==> src/design/sdsa_pkg.sv <==
// sdsa_pkg: shared types, codes and defaults for the sparse-dense scatter-accumulate block
// no dependencies; compiled first
`default_nettype none

package sdsa_pkg;

  // default sizes of the stores
  localparam int MAX_ROWS_DEF     = 1024;
  localparam int MAX_FEATURES_DEF = 16;

  // feature columns reachable through the 4-bit feature fields
  localparam int FEAT_LIMIT = 16;

  // configuration port
  localparam int CFG_IDX_W  = 2;
  localparam int CFG_DATA_W = 11;
  localparam logic [CFG_IDX_W-1:0] REG_FEATURES = 2'd0;
  localparam logic [CFG_IDX_W-1:0] REG_ROWS     = 2'd1;

  localparam int FEATURES_W = 5;
  localparam int ROWS_W     = 11;
  localparam logic [FEATURES_W-1:0] FEATURES_RST = 5'd16;
  localparam logic [ROWS_W-1:0]     ROWS_RST     = 11'd1024;

  // item opcodes
  typedef enum logic [1:0] {
    OP_LOAD  = 2'd0,
    OP_ACCUM = 2'd1,
    OP_CLEAR = 2'd2,
    OP_READ  = 2'd3
  } opcode_t;

  // sequencer states
  typedef enum logic [2:0] {
    ST_SWEEP,
    ST_IDLE,
    ST_ACC,
    ST_DRAIN,
    ST_READ
  } seq_state_t;

  // per-cycle command from the sequencer to the accumulator datapath
  typedef struct packed {
    logic rmw;     // read-modify-write of one accumulator element
    logic rd_out;  // read one element for the result queue
    logic clr;     // write zero
    logic zero;    // row out of range, report zero
    logic last;    // final feature of the item
  } acc_cmd_t;

  // one result beat
  typedef struct packed {
    logic [3:0]         feature;
    logic signed [31:0] sum;
    logic               last;
  } result_t;

  // saturating 32-bit signed add
  function automatic logic signed [31:0] sat_add(input logic signed [31:0] a,
                                                 input logic signed [31:0] b);
    logic signed [32:0] s;
    s = {a[31], a} + {b[31], b};
    if (s[32] != s[31]) begin
      return s[32] ? 32'sh8000_0000 : 32'sh7fff_ffff;
    end
    return s[31:0];
  endfunction

endpackage

`default_nettype wire

==> src/design/sdsa_result_if.sv <==
// sdsa_result_if: result channel (valid/ready plus result fields)
// depends on nothing
`default_nettype none

interface sdsa_result_if;
  logic               valid;
  logic               ready;
  logic [3:0]         out_feature;
  logic signed [31:0] out_sum;
  logic               last;

  modport source (output valid, out_feature, out_sum, last, input ready);
  modport sink (input valid, out_feature, out_sum, last, output ready);
endinterface

`default_nettype wire

==> src/design/sdsa_outq.sv <==
// sdsa_outq: two-entry result queue with a credit for the read-out sequencer
// depends on sdsa_pkg (result_t) and sdsa_result_if
`default_nettype none

module sdsa_outq (
  input  wire logic               clk,
  input  wire logic               rst,
  input  wire logic               push,
  input  wire sdsa_pkg::result_t  push_data,
  output logic                    credit,
  sdsa_result_if.source           result
);

  sdsa_pkg::result_t slot [2];
  logic       wr_ptr;
  logic       rd_ptr;
  logic [1:0] count;
  logic       pop;
  logic [2:0] occ;

  assign pop = result.valid && result.ready;

  // room for one more read issued now, counting the beat in flight
  assign occ    = 3'(count) + 3'(push) - 3'(pop);
  assign credit = occ < 3'd2;

  // queue control
  always_ff @(posedge clk) begin
    if (rst) begin
      wr_ptr <= 1'b0;
      rd_ptr <= 1'b0;
      count  <= 2'd0;
    end else begin
      if (push) begin
        wr_ptr <= ~wr_ptr;
      end
      if (pop) begin
        rd_ptr <= ~rd_ptr;
      end
      count <= occ[1:0];
    end
  end

  // queue payload
  always_ff @(posedge clk) begin
    if (push) begin
      slot[wr_ptr] <= push_data;
    end
  end

  // head beat
  always_comb begin
    result.valid       = count != 2'd0;
    result.out_feature = slot[rd_ptr].feature;
    result.out_sum     = slot[rd_ptr].sum;
    result.last        = slot[rd_ptr].last;
  end

endmodule

`default_nettype wire

==> src/flat_wrapper.sv <==
// flat-port wrapper written by rule: the top's interface ports become plain ports
module sdsa_outq_flat 
  (clk, rst, push, push_data, credit, result_valid, result_out_feature, result_out_sum, result_last, result_ready);
  sdsa_result_if result_i ();
  input  wire logic clk;
  input  wire logic rst;
  input  wire logic push;
  input  wire sdsa_pkg::result_t push_data;
  output logic credit;
  output wire logic [$bits(result_i.valid)-1:0] result_valid;
  output wire logic [$bits(result_i.out_feature)-1:0] result_out_feature;
  output wire logic [$bits(result_i.out_sum)-1:0] result_out_sum;
  output wire logic [$bits(result_i.last)-1:0] result_last;
  input wire logic [$bits(result_i.ready)-1:0] result_ready;
  assign result_valid = result_i.valid;
  assign result_out_feature = result_i.out_feature;
  assign result_out_sum = result_i.out_sum;
  assign result_last = result_i.last;
  assign result_i.ready = result_ready;
  sdsa_outq u_core (.clk(clk), .rst(rst), .push(push), .push_data(push_data), .credit(credit), .result(result_i));
endmodule
==> config.mk <==
export PLATFORM = sky130hd
export DESIGN_NAME = sdsa_outq_flat
export DESIGN_NICKNAME = d
export VERILOG_FILES = /design/src/design/sdsa_pkg.sv /design/src/design/sdsa_result_if.sv /design/src/design/sdsa_outq.sv /design/src/flat_wrapper.sv
export SDC_FILE = /design/constraint.sdc
export NUM_CORES = 1
export LEC_CHECK = 0
export BUFFER_PORTS_ARGS = -buffer_cell sky130_fd_sc_hd__buf_4
export CAP_MARGIN = 15
export CORE_ASPECT_RATIO = 0.6
export CORE_MARGIN = 2
export CORE_UTILIZATION = 31
export CTS_BUF_LIST = sky130_fd_sc_hd__clkbuf_2
export DETAILED_ROUTE_END_ITERATION = 16
export SLEW_MARGIN = 20
export SYNTH_ARGS = -nofsm -noshare
export SYNTH_HDL_FRONTEND = slang
export SYNTH_SLANG_ARGS = --single-unit
==> constraint.sdc <==
create_clock -name clk -period 3.55 [get_ports clk]
set_clock_uncertainty 0.2 [all_clocks]
set_input_delay 0.1775 -clock clk [delete_from_list [all_inputs] [get_ports clk]]
set_output_delay 0.1775 -clock clk [all_outputs]
set_load 0.1 [all_outputs]
# Word-level counts from Yosys, hierarchy flattened
# Memories as Yosys holds them, arrays and structs flattened. A register that Yosys moved wholly into a read port is not among the register bits.
# Index checks and enable logic that the tools add are counted.
[classes]
multipliers = 0
shift = 0
add_sub_neg = 2
order_cmp = 1
n_div = 0
n_reduce_logical = 2
n_eq_ne = 0
bitwise_logic = 2
mux = 4
[ops]
columns = ["operator", "count"]
rows = [
  ["$mux W1", 4],
  ["$add A2 B1 Y3", 1],
  ["$lt A3 B2 Y1 const B", 1],
  ["$sub A3 B1 Y3", 1],
  ["$not A1 Y1", 2],
  ["$reduce_bool A2 Y1", 1],
  ["$logic_and A1 B1 Y1", 1],
]
[totals]
reg_bits = 4
mem_bits_ro = 0
output_inout_bits = 39
latchBits = 0
ram_bits = 74
mem_count = 1
[mem_list]
columns = ["name", "words", "word_bits", "read_ports", "rd_clocked_by_memory_dff", "write_ports", "line_no", "source"]
rows = [
  ["u_core.slot", 2, 37, 1, 1, 1, "sdsa_outq.sv:14", "sdsa_pkg::result_t slot [2];"],
]

# Logic depth before layout (Yosys ltp)
[depth]
ltp_word = 4
mapped_depth = 7

# Worst setup path before layout
# Ideal clock, no wire load.
[synth_timing]
kind = "flip-flop to output port"
startpoint = "register u_core.count[1]"
endpoint = "output port credit"
t_arrival_ns = 2.744
setup_slack_ns = 0.429
path_buffers = 0
stages_incl_launch_ff = 8
cell_sequence = "dfxtp_1 o21a_1 ha_1 inv_1 ha_1 fa_1 xnor2_1 nor2_1"
[synth_between]
elab_chain_cells = 4
word_cells_on_any_way = 5
classes_between = "add/sub (2); order compare (1); reduce/logical (2)"
[synth_lines]
columns = ["element", "line_no", "source"]
rows = [
  ["start: declaration", "sdsa_outq.sv:17", "logic [1:0] count;"],
  ["start signal: assignment", "sdsa_outq.sv:40", "count <= occ[1:0];"],
  ["$reduce_bool A2 Y1", "sdsa_outq.sv:53", "result.valid = count != 2'd0;"],
  ["$logic_and A1 B1 Y1", "sdsa_outq.sv:21", "assign pop = result.valid && result.ready;"],
  ["net u_core.pop", "sdsa_outq.sv:18", "logic pop;"],
  ["$sub A3 B1 Y3", "sdsa_outq.sv:24", "assign occ = 3'(count) + 3'(push) - 3'(pop);"],
  ["$lt A3 B2 Y1", "sdsa_outq.sv:25", "assign credit = occ < 3'd2;"],
  ["end: declaration", "flat_wrapper.sv:9", "output logic credit;"],
]
# The timed path passes the listed nets, and every way through them passes these cells.

# Worst setup path in the final report
# Ends and elaborated chain as after synthesis.

==> impl_metrics.tcl <==
set metrics [dict create \
    status "finished clean" \
    drc_errors 0 \
    grt_pass1_wl_um 8390 \
    cp-start-kind "flip-flop" \
    min_path_cells 2 \
    fin_crit_sh_pct 80.8 \
    synthTopCellsByCount "edfxtp_1, mux2_4, mux2_2, dfxtp_1" \
    cts.clk_slew.worst_paths_ns 0.20 \
    nets 315 \
    clk_latency_ns 0.52 \
    synth_edf_count 74 \
    fin_setup_tns_ns 0 \
    slew-limit-headroom_pct 35.7 \
    syn2layout_area_growth_pct 40.9 \
    drt-initial-drc-count 102 \
    ys_seq_elements 79 \
    end_kind "output pin" \
    period_needed_ns 2.87 \
    ios 80 \
    row_count 28 \
    clockBufferDepth 2 \
    grt-ovfl-total 0 \
    place_area_sq_um 3820 \
    antenna_left 0 \
    io_buffers 79 \
    synth_nets 185 \
    cts_root_buf "clkbuf_2" \
    ys.flop_type "edfxtp_1" \
    synthesis.instances 141 \
    yosysUniqueCellTypes 15 \
    slew_violations 0 \
    yosysTopAreaCell "edfxtp_1" \
    syn_area_sq_um 3080 \
    synth_area_leaders "edfxtp_1, mux2_4, mux2_2, dfxtp_1, buf_12" \
    tightest_slew_ns 0.965 \
    cts-buffers-inserted 9 \
    avgViaCountPerCell 3.95 \
    synth.top_cell.area_share_pct 72.2 \
    die_w_um 133 \
    post_cts_buffers 0 \
    die_height_um 81.2 \
    hold_path.class "primary input to flip-flop" \
    power.leakage_nw 1.71 \
    grt_max_degree 38 \
    ys_seq_area_share_pct 75.5 \
    cts_sinks 79 \
    fin_hold_ws_ns 0.170 \
    r2r.worst_path.cells 6 \
    power.density_nw_per_um2 720 \
    max_cap_violations 0 \
    first_pass_iters 4 \
    ys_warn_count 0 \
    rsz0062_at_grt "false" \
    grt_pass1_vias 1731 \
    wl_per_cell_um 13.3 \
    drt_wl_total_um 5460 \
    vdd_drop_max_mv 0.530 \
    fin_area_sq_um 4330 \
    cts_tree "yes" \
    fp.dieArea_sq_um 10800 \
    fmax_ghz 0.348 \
    vias 1624 \
    core-area_sq_um 9740 \
    critPathArrivalTime_ns 2.49 \
    synth_async_sr_flop_share_pct 0 \
    yosysMostFrequentCell "edfxtp_1" \
    critPathMaxFanout 3 \
    drive_gt1_share_pct 50.4 \
    syn_avg_cell_area_sq_um 21.8 \
    finalWeightedCongestion 0.697 \
    grt.total_usage_pct 10.8 \
    antenna_cells 0 \
    grt_antenna_before_repair 0 \
    worstPathRequired_ns 3.17 \
    setup.worst_path.class "flip-flop to output pin" \
    setup_viol 0 \
    cts_max_level 3 \
    finalHoldViolCount 0 \
    start_util_pct 31.6 \
    dp_hpwl_um 3460 \
]
[path summary, 6_finish.rpt]
kind	start	endpoint	slack, ns
max	u_core.count[1]	credit	0.68
min	push_data[35]	u_core.slot[1][35]	0.17
max reg2reg	u_core.count[1]	u_core.count[1]	1.58
min reg2reg	u_core.rd_ptr	u_core.rd_ptr	0.43
[metal layers]
metal / wire [um] / track usage (%) / vias to the layer above
met3: 506 / 6.12 / 9
met5: 0 / 0 / -
li1: - / - / 799
met4: 78 / 5.48 / 0
met2: 2330 / 15.5 / 64
met1: 2550 / 13.2 / 752
[registers in the layout (all words and copies together), names as in the netlist, named ones only]
| signal | flops |
|---|---|
| u_core.slot | 74 |
| u_core.count | 2 |
| u_core.rd_ptr | 1 |
| u_core.wr_ptr | 1 |
[report_power, final]
group	internal (mW)	switching, mW
combinational	0.428	1.08
sequential	1.10	0.0607
clock	0.163	0.289
[stage by stage]
| step | cells | utilization [%] | worst slack, ns | power (mW) |
|---|---|---|---|---|
| 2_1_floorplan | 141 | - | 0.429 | 2.42 |
| 3_3_place_gp | 353 | 38.9 | 1.27 | 2.66 |
| 3_5_place_dp | 354 | 39.2 | 1.25 | 2.67 |
| 4_1_cts | 411 | 44.5 | 0.601 | 3.16 |
| 5_1_grt | 411 | 44.5 | 0.430 | 3.27 |
| 6_report | 411 | 44.5 | 0.680 | 3.12 |
[critical path, stage by stage, from the launching register on]
cell	delay (ns)
dfxtp_1	0.37
o21a_1	0.21
ha_1	0.28
inv_1	0.04
ha_1	0.18
fa_1	0.37
xnor2_1	0.14
nor2_1	0.08
buf_4	0.29
[repair_timing]
| action | in CTS | in global routing |
|---|---|---|
| resized for setup | 0 | 0 |
| hold buffers | 41 | 0 |
| hold endpoints to repair | 95 | 0 |
[logic make-up after synthesis]
| logic type | count (synthesis) | synth area share, % |
|---|---|---|
| flip-flops | 79 | 75.5 |
| multiplexers | 39 | 17.9 |
| AND/OR/NAND/NOR | 9 | 1.50 |
| buffers and inverters | 8 | 2.81 |
| adder cells (fa/ha/maj) | 3 | 1.46 |
| XOR/XNOR | 2 | 0.569 |
| AO/OA/AOI/OAI | 1 | 0.244 |
[final cells by class]
type,instances,area (sq um)
clock buffer,11,55.1
fill,884,5410
timing repair buffer,123,1050
sequential,79,2320
multi-input combinational,54,677
tap,135,169
clock inverter,5,48.8
inverter,4,15.0
[cell usage in the layout (no fill, tap or decap), types with 3 or more instances in the layout]
cell	synthesis	layout
nor2b_1	4	3
dfxtp_1	5	4
clkbuf_2	0	11
edfxtp_1	74	74
buf_4	0	81
mux2_4	30	30
clkinv_2	0	3
dlygate4sd3_1	0	41
mux2_2	9	9
inv_1	4	4
nor2_1	3	3
(Power assumes the default switching activity.)
