**config.mk**
```make
export PLATFORM = sky130hd
export DESIGN_NAME = sdsa_seq_flat
export DESIGN_NICKNAME = d
export VERILOG_FILES = /design/src/design/sdsa_pkg.sv /design/src/design/sdsa_item_if.sv /design/src/design/sdsa_cfg_if.sv /design/src/design/sdsa_seq.sv /design/src/flat_wrapper.sv
export SDC_FILE = /design/constraint.sdc
export NUM_CORES = 1
export LEC_CHECK = 0
export ABC_AREA = 0
export BUFFER_PORTS_ARGS = -buffer_cell sky130_fd_sc_hd__buf_2
export CORE_MARGIN = 3
export CORE_UTILIZATION = 40
export DETAILED_ROUTE_END_ITERATION = 6
export PLACE_DENSITY = 0.69
export SYNTH_ARGS = -nofsm -noshare
export SYNTH_HDL_FRONTEND = slang
export SYNTH_SLANG_ARGS = --single-unit
export TNS_END_PERCENT = 20
```
**constraint.sdc**
```tcl
create_clock -name clk -period 4.15 [get_ports clk]
set_clock_uncertainty 0.1 [all_clocks]
set_input_delay 0 -clock clk [delete_from_list [all_inputs] [get_ports clk]]
set_output_delay 0 -clock clk [all_outputs]
set_load 0.02 [all_outputs]
```
**src/design/sdsa_pkg.sv**
```systemverilog
// sdsa_pkg: shared types, codes and defaults for the sparse-dense scatter-accumulate block
// no dependencies; compiled first
`default_nettype none

package sdsa_pkg;

  // default sizes of the stores
  localparam int MAX_ROWS_DEF     = 1024;
  localparam int MAX_FEATURES_DEF = 16;

  // feature columns reachable through the 4-bit feature fields
  localparam int FEAT_LIMIT = 16;

  // configuration port
  localparam int CFG_IDX_W  = 2;
  localparam int CFG_DATA_W = 11;
  localparam logic [CFG_IDX_W-1:0] REG_FEATURES = 2'd0;
  localparam logic [CFG_IDX_W-1:0] REG_ROWS     = 2'd1;

  localparam int FEATURES_W = 5;
  localparam int ROWS_W     = 11;
  localparam logic [FEATURES_W-1:0] FEATURES_RST = 5'd16;
  localparam logic [ROWS_W-1:0]     ROWS_RST     = 11'd1024;

  // item opcodes
  typedef enum logic [1:0] {
    OP_LOAD  = 2'd0,
    OP_ACCUM = 2'd1,
    OP_CLEAR = 2'd2,
    OP_READ  = 2'd3
  } opcode_t;

  // sequencer states
  typedef enum logic [2:0] {
    ST_SWEEP,
    ST_IDLE,
    ST_ACC,
    ST_DRAIN,
    ST_READ
  } seq_state_t;

  // per-cycle command from the sequencer to the accumulator datapath
  typedef struct packed {
    logic rmw;     // read-modify-write of one accumulator element
    logic rd_out;  // read one element for the result queue
    logic clr;     // write zero
    logic zero;    // row out of range, report zero
    logic last;    // final feature of the item
  } acc_cmd_t;

  // one result beat
  typedef struct packed {
    logic [3:0]         feature;
    logic signed [31:0] sum;
    logic               last;
  } result_t;

  // saturating 32-bit signed add
  function automatic logic signed [31:0] sat_add(input logic signed [31:0] a,
                                                 input logic signed [31:0] b);
    logic signed [32:0] s;
    s = {a[31], a} + {b[31], b};
    if (s[32] != s[31]) begin
      return s[32] ? 32'sh8000_0000 : 32'sh7fff_ffff;
    end
    return s[31:0];
  endfunction

endpackage

`default_nettype wire

```
**src/design/sdsa_item_if.sv**
```systemverilog
// sdsa_item_if: input item channel (valid/ready plus item fields)
// depends on nothing
`default_nettype none

interface sdsa_item_if;
  logic               valid;
  logic               ready;
  logic [1:0]         opcode;
  logic               backward_mode;
  logic [9:0]         row_index;
  logic [9:0]         col_index;
  logic [3:0]         feature_index;
  logic signed [15:0] value;

  modport source (output valid, opcode, backward_mode, row_index, col_index,
                  feature_index, value, input ready);
  modport sink (input valid, opcode, backward_mode, row_index, col_index,
                feature_index, value, output ready);
endinterface

`default_nettype wire

```
**src/design/sdsa_cfg_if.sv**
```systemverilog
// sdsa_cfg_if: configuration write channel (valid/ready, register index, write data)
// depends on sdsa_pkg for field widths
`default_nettype none

interface sdsa_cfg_if;
  logic                             valid;
  logic                             ready;
  logic [sdsa_pkg::CFG_IDX_W-1:0]   index;
  logic [sdsa_pkg::CFG_DATA_W-1:0]  data;

  modport source (output valid, index, data, input ready);
  modport sink (input valid, index, data, output ready);
endinterface

`default_nettype wire

```
**src/design/sdsa_seq.sv**
```systemverilog
// sdsa_seq: item decode, configuration registers and the per-feature address sequencer
// depends on sdsa_pkg, sdsa_item_if and sdsa_cfg_if
`default_nettype none

module sdsa_seq #(
  parameter int MAX_ROWS     = 1024,
  parameter int MAX_FEATURES = 16,
  localparam int RW = $clog2(MAX_ROWS),
  localparam int FW = (MAX_FEATURES > 1) ? $clog2(MAX_FEATURES) : 1,
  localparam int AW = RW + FW
) (
  input  wire logic                clk,
  input  wire logic                rst,
  sdsa_item_if.sink                item,
  sdsa_cfg_if.sink                 cfg,
  input  wire logic                credit,
  output sdsa_pkg::acc_cmd_t       cmd,
  output logic [3:0]               feat,
  output logic [AW-1:0]            acc_addr,
  output logic                     dense_we,
  output logic [AW-1:0]            dense_waddr,
  output logic signed [15:0]       dense_wdata,
  output logic                     dense_re,
  output logic [AW-1:0]            dense_raddr,
  output logic signed [15:0]       nz_value
);

  localparam int FEAT_CAP = (MAX_FEATURES < sdsa_pkg::FEAT_LIMIT) ?
                            MAX_FEATURES : sdsa_pkg::FEAT_LIMIT;
  localparam logic [AW:0] FULL_LIMIT = (AW+1)'(MAX_ROWS) << FW;

  sdsa_pkg::seq_state_t state;
  sdsa_pkg::seq_state_t state_next;

  logic [sdsa_pkg::FEATURES_W-1:0] features_in_use;
  logic [sdsa_pkg::ROWS_W-1:0]     rows_in_use;

  logic [3:0]         k;
  logic [4:0]         f_cnt;
  logic [RW-1:0]      src_a;
  logic [RW-1:0]      dst_a;
  logic               zero_r;
  logic signed [15:0] value_r;
  logic [AW:0]        sweep_addr;
  logic [AW:0]        sweep_limit;

  logic               accepted;
  logic               step;
  logic               last_k;
  logic [4:0]         f_now;
  logic [9:0]         src;
  logic [9:0]         dst;
  logic               src_ok;
  logic               dst_ok;
  logic               load_ok;
  logic [31:0]        rows_clamped;
  logic [AW:0]        clr_limit;

  assign accepted = item.valid && item.ready;
  assign last_k   = (5'(k) + 5'd1) == f_cnt;
  assign nz_value = value_r;

  // configuration registers, always writable
  assign cfg.ready = 1'b1;

  always_ff @(posedge clk) begin
    if (rst) begin
      features_in_use <= sdsa_pkg::FEATURES_RST;
      rows_in_use     <= sdsa_pkg::ROWS_RST;
    end else if (cfg.valid) begin
      if (cfg.index == sdsa_pkg::REG_FEATURES) begin
        features_in_use <= cfg.data[sdsa_pkg::FEATURES_W-1:0];
      end else if (cfg.index == sdsa_pkg::REG_ROWS) begin
        rows_in_use <= cfg.data[sdsa_pkg::ROWS_W-1:0];
      end
    end
  end

  // effective feature count and clear length
  always_comb begin
    if (features_in_use == '0) begin
      f_now = 5'd1;
    end else if (32'(features_in_use) > 32'(FEAT_CAP)) begin
      f_now = 5'(FEAT_CAP);
    end else begin
      f_now = features_in_use;
    end
    rows_clamped = (32'(rows_in_use) > 32'(MAX_ROWS)) ? 32'(MAX_ROWS) : 32'(rows_in_use);
    clr_limit    = (AW+1)'(rows_clamped) << FW;
  end

  // item decode; backward mode swaps source and target rows
  always_comb begin
    src     = item.backward_mode ? item.row_index : item.col_index;
    dst     = (item.opcode == sdsa_pkg::OP_ACCUM && item.backward_mode) ?
              item.col_index : item.row_index;
    src_ok  = 32'(src) < 32'(MAX_ROWS);
    dst_ok  = 32'(dst) < 32'(MAX_ROWS);
    load_ok = (32'(item.row_index) < 32'(MAX_ROWS)) &&
              (32'(item.feature_index) < 32'(MAX_FEATURES));
  end

  // next state
  always_comb begin
    state_next = state;
    case (state)
      sdsa_pkg::ST_SWEEP: begin
        if ((sweep_addr + (AW+1)'(1)) >= sweep_limit) begin
          state_next = sdsa_pkg::ST_IDLE;
        end
      end
      sdsa_pkg::ST_IDLE: begin
        if (accepted) begin
          case (item.opcode)
            sdsa_pkg::OP_ACCUM: begin
              if (src_ok && dst_ok) begin
                state_next = sdsa_pkg::ST_ACC;
              end
            end
            sdsa_pkg::OP_CLEAR: state_next = sdsa_pkg::ST_SWEEP;
            sdsa_pkg::OP_READ:  state_next = sdsa_pkg::ST_READ;
            default:            state_next = sdsa_pkg::ST_IDLE;
          endcase
        end
      end
      sdsa_pkg::ST_ACC: begin
        if (last_k) begin
          state_next = sdsa_pkg::ST_DRAIN;
        end
      end
      sdsa_pkg::ST_DRAIN: state_next = sdsa_pkg::ST_IDLE;
      sdsa_pkg::ST_READ: begin
        if (credit && last_k) begin
          state_next = sdsa_pkg::ST_IDLE;
        end
      end
      default: state_next = sdsa_pkg::ST_IDLE;
    endcase
  end

  // outputs: handshake, memory commands and addresses
  always_comb begin
    item.ready  = state == sdsa_pkg::ST_IDLE;
    cmd         = '0;
    cmd.last    = last_k;
    feat        = k;
    acc_addr    = {dst_a, FW'(k)};
    dense_re    = 1'b0;
    dense_raddr = {src_a, FW'(k)};
    step        = 1'b0;
    case (state)
      sdsa_pkg::ST_SWEEP: begin
        cmd.clr  = sweep_addr < sweep_limit;
        acc_addr = sweep_addr[AW-1:0];
      end
      sdsa_pkg::ST_ACC: begin
        cmd.rmw  = 1'b1;
        dense_re = 1'b1;
        step     = 1'b1;
      end
      sdsa_pkg::ST_READ: begin
        cmd.rd_out = credit;
        cmd.zero   = zero_r;
        step       = credit;
      end
      default: begin
        cmd.rmw = 1'b0;
      end
    endcase
    dense_we    = item.valid && (state == sdsa_pkg::ST_IDLE) &&
                  (item.opcode == sdsa_pkg::OP_LOAD) && load_ok;
    dense_waddr = {RW'(item.row_index), FW'(item.feature_index)};
    dense_wdata = item.value;
  end

  // state, feature counter and sweep counter
  always_ff @(posedge clk) begin
    if (rst) begin
      state       <= sdsa_pkg::ST_SWEEP;
      k           <= 4'd0;
      sweep_addr  <= '0;
      sweep_limit <= FULL_LIMIT;
    end else begin
      state <= state_next;
      if (accepted) begin
        k           <= 4'd0;
        sweep_addr  <= '0;
        sweep_limit <= clr_limit;
      end else begin
        if (step) begin
          k <= k + 4'd1;
        end
        if (state == sdsa_pkg::ST_SWEEP) begin
          sweep_addr <= sweep_addr + (AW+1)'(1);
        end
      end
    end
  end

  // item payload held for the duration of the item
  always_ff @(posedge clk) begin
    if (accepted) begin
      f_cnt   <= f_now;
      src_a   <= RW'(src);
      dst_a   <= RW'(dst);
      zero_r  <= !(32'(item.row_index) < 32'(MAX_ROWS));
      value_r <= item.value;
    end
  end

endmodule

`default_nettype wire

```
**src/flat_wrapper.sv**
```systemverilog
// flat-port wrapper written by rule: the top's interface ports become plain ports
module sdsa_seq_flat 
#(
  parameter int MAX_ROWS     = 1024,
  parameter int MAX_FEATURES = 16,
  localparam int RW = $clog2(MAX_ROWS),
  localparam int FW = (MAX_FEATURES > 1) ? $clog2(MAX_FEATURES) : 1,
  localparam int AW = RW + FW
)
  (clk, rst, credit, cmd, feat, acc_addr, dense_we, dense_waddr, dense_wdata, dense_re, dense_raddr, nz_value, item_valid, item_opcode, item_backward_mode, item_row_index, item_col_index, item_feature_index, item_value, item_ready, cfg_valid, cfg_index, cfg_data, cfg_ready);
  sdsa_item_if item_i ();
  sdsa_cfg_if cfg_i ();
  input  wire logic clk;
  input  wire logic rst;
  input  wire logic credit;
  output sdsa_pkg::acc_cmd_t cmd;
  output logic [3:0] feat;
  output logic [AW-1:0] acc_addr;
  output logic dense_we;
  output logic [AW-1:0] dense_waddr;
  output logic signed [15:0] dense_wdata;
  output logic dense_re;
  output logic [AW-1:0] dense_raddr;
  output logic signed [15:0] nz_value;
  input wire logic [$bits(item_i.valid)-1:0] item_valid;
  input wire logic [$bits(item_i.opcode)-1:0] item_opcode;
  input wire logic [$bits(item_i.backward_mode)-1:0] item_backward_mode;
  input wire logic [$bits(item_i.row_index)-1:0] item_row_index;
  input wire logic [$bits(item_i.col_index)-1:0] item_col_index;
  input wire logic [$bits(item_i.feature_index)-1:0] item_feature_index;
  input wire logic [$bits(item_i.value)-1:0] item_value;
  output wire logic [$bits(item_i.ready)-1:0] item_ready;
  input wire logic [$bits(cfg_i.valid)-1:0] cfg_valid;
  input wire logic [$bits(cfg_i.index)-1:0] cfg_index;
  input wire logic [$bits(cfg_i.data)-1:0] cfg_data;
  output wire logic [$bits(cfg_i.ready)-1:0] cfg_ready;
  assign item_i.valid = item_valid;
  assign item_i.opcode = item_opcode;
  assign item_i.backward_mode = item_backward_mode;
  assign item_i.row_index = item_row_index;
  assign item_i.col_index = item_col_index;
  assign item_i.feature_index = item_feature_index;
  assign item_i.value = item_value;
  assign item_ready = item_i.ready;
  assign cfg_i.valid = cfg_valid;
  assign cfg_i.index = cfg_index;
  assign cfg_i.data = cfg_data;
  assign cfg_ready = cfg_i.ready;
  sdsa_seq #(.MAX_ROWS(MAX_ROWS), .MAX_FEATURES(MAX_FEATURES)) u_core (.clk(clk), .rst(rst), .item(item_i), .cfg(cfg_i), .credit(credit), .cmd(cmd), .feat(feat), .acc_addr(acc_addr), .dense_we(dense_we), .dense_waddr(dense_waddr), .dense_wdata(dense_wdata), .dense_re(dense_re), .dense_raddr(dense_raddr), .nz_value(nz_value));
endmodule
```
Word-level counts from Yosys, hierarchy flattened --
Cells that the tools add are included.
Cells by class: equal/unequal tests 12, multiplexer cells 15, $lt $le $gt $ge 4, reduce and logical (&&, ||, !) cells 13, bitwise gates (word level) 1, add/subtract/negate cells 3
Operators by type and width (count):
- $mux 10 | 2
- $add 15x1->15 const B | 1
- $ge 15x15->1 | 1
- $lt 15x15->1 | 1
- $mux 14 | 1
- $mux 3 | 4
- $pmux 3 s4 | 1
- $gt 11x11->1 const B | 1
- $mux 11 | 1
- $pmux 3 s3 | 1
- $ne 2x1->1 const B | 4
- $add 4x1->5 const B | 1
- $eq 5x5->1 | 1
- $gt 5x5->1 const B | 1
- $logic_not 5->1 | 1
- $mux 5 | 1
- $add 4x1->4 const B | 1
- $eq 2x1->1 const B | 2
- $eq 2x2->1 const B | 2
- $logic_and 1x1->1 | 4
- $logic_not 2->1 | 2
- $reduce_and 4->1 | 1
- $reduce_or 2->1 | 2
- $eq 3x1->1 const B | 1
- other kinds (8) | 10
Word-level totals: output and inout port bits 87, flip-flop bits (word level) 90, logic and storage cells 59

Longest topological paths before layout --
depth after elaboration 5, mapped depth 13, mapped depth without buffers 12

Worst setup path after synthesis --
Ideal clock, no wire load.
path type register to register, start point reg u_core.sweep_addr[0], end point reg u_core.state[0], slack 1.304 ns, required time 3.915 ns, arrival time 2.611 ns, library setup time 0.135 ns, period minus slack after synthesis 2.846 ns, cell stages (with the launch flop) 13, cell sequence dfxtp_1 ha_1 and3_1 buf_4 and4_4 nand4_1 xnor2_1 ha_1 nor2b_1 a2111oi_0 a211oi_1 nor4_1 a2111oi_1
On the way: cells in the longest elaborated chain, start to end 4
Ends and longest elaborated chain:
- from (decl) | line sdsa_seq.sv:44 | logic [AW:0] sweep_addr;
- from (signal assigned) | line sdsa_seq.sv:194 | sweep_addr <= sweep_addr + (AW+1)'(1);
- $add 15x1->15 | line sdsa_seq.sv:108 | if ((sweep_addr + (AW+1)'(1)) >= sweep_limit) begin
- $ge 15x15->1 | line sdsa_seq.sv:108
- $ne 2x1->1 (no line)
- $reduce_and 4->1 (no line)
- to (signal assigned) | line sdsa_seq.sv:179 | state <= sdsa_pkg::ST_SWEEP;
- to (signal assigned) | line sdsa_seq.sv:184 | state <= state_next;
- to (decl) | line sdsa_seq.sv:32 | sdsa_pkg::seq_state_t state;
No other way between the ends. A chain may end at the register's enable or synchronous reset.

Worst setup path in the final report --
Same ends and word-level chain as after synthesis.

==> results.txt <==
The number of gates resized after CTS came out at 0. The relative area change from synthesis to final layout came out at 33.11%. Counting flops with an async set or reset pin after synthesis yields a share of 0.

The ratio of cells with drive above 1 in the final layout is 0.2796. Counting distinct cell types in the post-synthesis netlist gives 51. The wire length after detailed routing came out at 11.09 mm.

The final core area utilization came out at 0.5504. The final-report hold violation count came to 0. For this configuration, the core starts out at a cell density of 0.4135. The slew at the pin with the worst max-slew slack came out at 1061 ps. After clock tree synthesis, the clock-pin slew on the worst setup and hold paths is 60 ps. The start-to-end type of the worst setup path is register to register. The number of fill cells came out at 1000. The total power after layout came out at 2.169 mW. The number of nets with antenna violations after routing is 0.

In the post-synthesis netlist, the biggest area contributors are edfxtp_1 (26%), dfxtp_1 (21%), ha_1 (6.8%), buf_4 (6.1%), nand2_1 (5.2%). The final max-slew violation count is 0. The number of clock sinks is 90.

The portion of the clock cycle consumed by the worst path in the final layout is 0.7684. In this design, the stage delay of the slowest critical-path cell is 470 ps. The slack of the worst reg-to-reg path came out at 960 ps. STA classifies the critical path endpoint as a register. The number of max-cap violations came out at 0.

The floorplan step defined a die boundary enclosing 0.01325 sq mm. The DRC violation total after the first TritonRoute iteration is 219. The number of flops mapped to enable cells by yosys is 41. The slowest stage of the critical path belongs to the cell dfxtp_1.

The die is 115.1 um wide. In this run the standard cell core region covers 0.01152 sq mm. The critical path startpoint category is a register. Headroom to the max-slew limit came out at 0.2924. The number of cells in the design after placement came out at 703. The power density over the cells came out at 342.2 mW/mm^2. The final routed DRC violation total came out at 0. The routed design could run at a clock period as short as 3189 ps.

The summed area of non-filler cells in the final layout is 0.006339 sq mm. The total number of vias came out at 3927. The worst hold path belongs to the class input pin to register. The minimum setup slack in the final design came out at 961.3 ps. In this run the static leakage power is 2.804 nW.

The portion of synthesized cell area occupied by the leading cell type is 0.2585. The via count of the first global-routing pass came to 3803. The average footprint of a synthesized cell is 9.962 sq um. The average detailed-routed wire length per instance is 13.97 um. The post-CTS setup repair buffer count is 0. The worst slack on hold paths is 88.30 ps. After legalization and detailed placement, the total HPWL measured 7.475 mm. The sequential share of the synthesized area came out at 0.4645. The first detailed-routing pass ran for 4 iterations. The maximum level of the CTS H-tree is 3.

The number of nets in the layout is 733. The post-layout instance count excluding filler cells is 794. The total global-route track usage is 0.1693. The placement-stage cell area came out at 0.005276 sq mm.

Static timing analysis puts the maximum clock frequency at 0.3136 GHz. The worst IR drop on VDD came out at 205.0 uV. The congestion estimate from routability-driven global placement came to 0.8330.

The root buffer selected by CTS is clkbuf_16. Setup total negative slack on the finished layout was measured at 0 ps. The top flip-flop cell by instance count after synthesis is dfxtp_1. The number of nets in the synthesized netlist is 565.

The top cell type by total area after synthesis is edfxtp_1. The repair_antennas step left the layout with diodes totalling 0. Setup violations remaining at the end of the flow were counted as 0. The number of input and output port buffers inserted is 137. The number of antenna violations at the first check in global routing was 0.

The post-synthesis sequential element count is 90. The post-cts hold buffer count is 75. The number of buffers added by the clock tree synthesis step is 9.

Row generation in the floorplan step produced 39 rows. The pin count of the biggest net entering global routing is 39. Walking the worst path, the cells encountered are ha_1, and3_1, and4_4, nand4_1, xnor2_1, ha_1, nor2b_1, a2111oi_0, a211oi_1, nor4_1, a2111oi_1.

The data arrival time of the critical path is 3290 ps. Setup repair after global routing left no endpoint under its margin. After detailed routing, the number of vias per cell comes to 4.946. The number of instances in the synthesized netlist is 478. The latest clock arrival within the worst-skew pair came out at 340 ps. For this run, the number of Yosys warnings is 0. The number of primary I/O pins came out at 148. The first global-routing pass estimated 17.74 mm of wire. The die boundary height is 115.1 um.

The TritonCTS clock tree is yes. The critical-path maximum fanout is 8. The flow ran to the end, and the final reports show no timing, DRC or antenna violations.

The minimum setup slack after placement came out at 954.0 ps. The area of the mapped netlist is 0.004762 sq mm. By instance count, the cell type seen most on the critical path is ha_1.

The data required time of the worst path is 4250 ps. The global-route congestion overflow total came out at 0. No sink is reached through more buffers than the 2 on the longest clock path.
cells by family (layout without fill, tap and decap cells):
group,Yosys count,count (layout),synth area share
AOI/OAI and AO/OA,52,52,0.07042
and+or+nand+nor,169,169,0.1710
other,2,2,0.001577
buffers and inverters,74,247,0.09012
adders and majority gates,26,26,0.06831
DFF,90,90,0.4645
muxes,35,35,0.07882
xor gates and xnor gates,30,30,0.05518
flip-flops by register name, summed over array words and instances (netlist names):
name and cells:
u_core.dst_a 10, u_core.f_cnt 5, u_core.feat 4, u_core.features_in_use 5, u_core.nz_value 16, u_core.rows_in_use 11
u_core.src_a 10, u_core.state 3, u_core.sweep_addr 15, u_core.sweep_limit 11
final cells by class:
class | instances | area [sq um] | area share
sequential | 90 | 2212 | 0.3490
multi-input combinational | 314 | 2121 | 0.3346
timing repair buffer | 214 | 1451 | 0.2290
clock buffer | 13 | 294.0 | 0.04639
tap | 143 | 178.9 | 0.02823
inverter | 17 | 63.81 | 0.01007
clock inverter | 3 | 17.52 | 0.002764
layout by cell type (no fill, tap or decap), types with 2 or more instances in the layout:
cell type        n
a211o_1          3
a21oi_1         14
nor3b_2          2
nor3_1           6
clkbuf_16       11
nand3b_1         2
nor2b_1          5
and2_1           3
nand3_1          8
clkinv_2         2
a21o_1           5
dfxtp_1         49
edfxtp_1        41
and4_1           2
and3_1           3
ha_1            26
a2111oi_0        2
nand2_1         66
buf_4            2
or3_1            5
inv_1           16
nor4_1           3
xor2_1          16
dlygate4sd3_1   75
nand4_1          7
conb_1           2
mux2i_1         15
xnor2_1         14
mux2_2          20
nand2b_1         4
buf_2          137
nor2_1          44
o21ai_0         18
cell usage after synthesis, types with 2 or more instances:
cell        n
nand3b_1    2
nand2b_1    4
a21oi_1    14
buf_2       4
and4_1      2
xnor2_1    14
inv_1      17
mux2_2     20
or3_1       5
and3_1      3
conb_1      2
xor2_1     16
nand3_1     8
a21o_1      5
nand2_1    66
clkbuf_1   12
ha_1       26
a211o_1     3
a2111oi_0   2
nor2_1     44
buf_4      39
nor3_1      6
mux2i_1    15
nor4_1      3
o21ai_0    18
nor2b_1     5
nor3b_2     2
dfxtp_1    49
buf_1       2
and2_1      3
nand4_1     7
edfxtp_1   41
worst max-delay path, delay by kind of cell, from the launching register on:
| kind | cells | cell delay, ps |
|---|---|---|
| simple gates | 5 | 1150 |
| compound gates | 3 | 600 |
| fa+ha+maj | 2 | 560 |
| flops | 1 | 470 |
| xor+xnor | 1 | 170 |
report_power, final:
| group | switching (mW) | internal [mW] |
|---|---|---|
| Clock | 0.326 | 0.495 |
| Combinational | 0.198 | 0.157 |
| Sequential | 0.0279 | 0.965 |
| Total | 0.552 | 1.62 |
worst paths after layout:
path | depth (start not counted) | startpoint | end
hold reg to reg | 2 | u_core.rows_in_use[9] | u_core.sweep_limit[13]
hold / removal | 3 | credit | u_core.state[0]
setup / recovery | 11 | u_core.sweep_addr[0] | u_core.state[0]
setup reg to reg | 11 | u_core.sweep_addr[0] | u_core.state[0]
metal layers:
layer	wire, um	track usage	vias up
li1	-	-	1948
met1	4588	0.1966	1849
met2	5629	0.2982	110
met3	644	0.03842	20
met4	231	0.07355	0
met5	0	0	-
(Power assumes the default switching activity.)
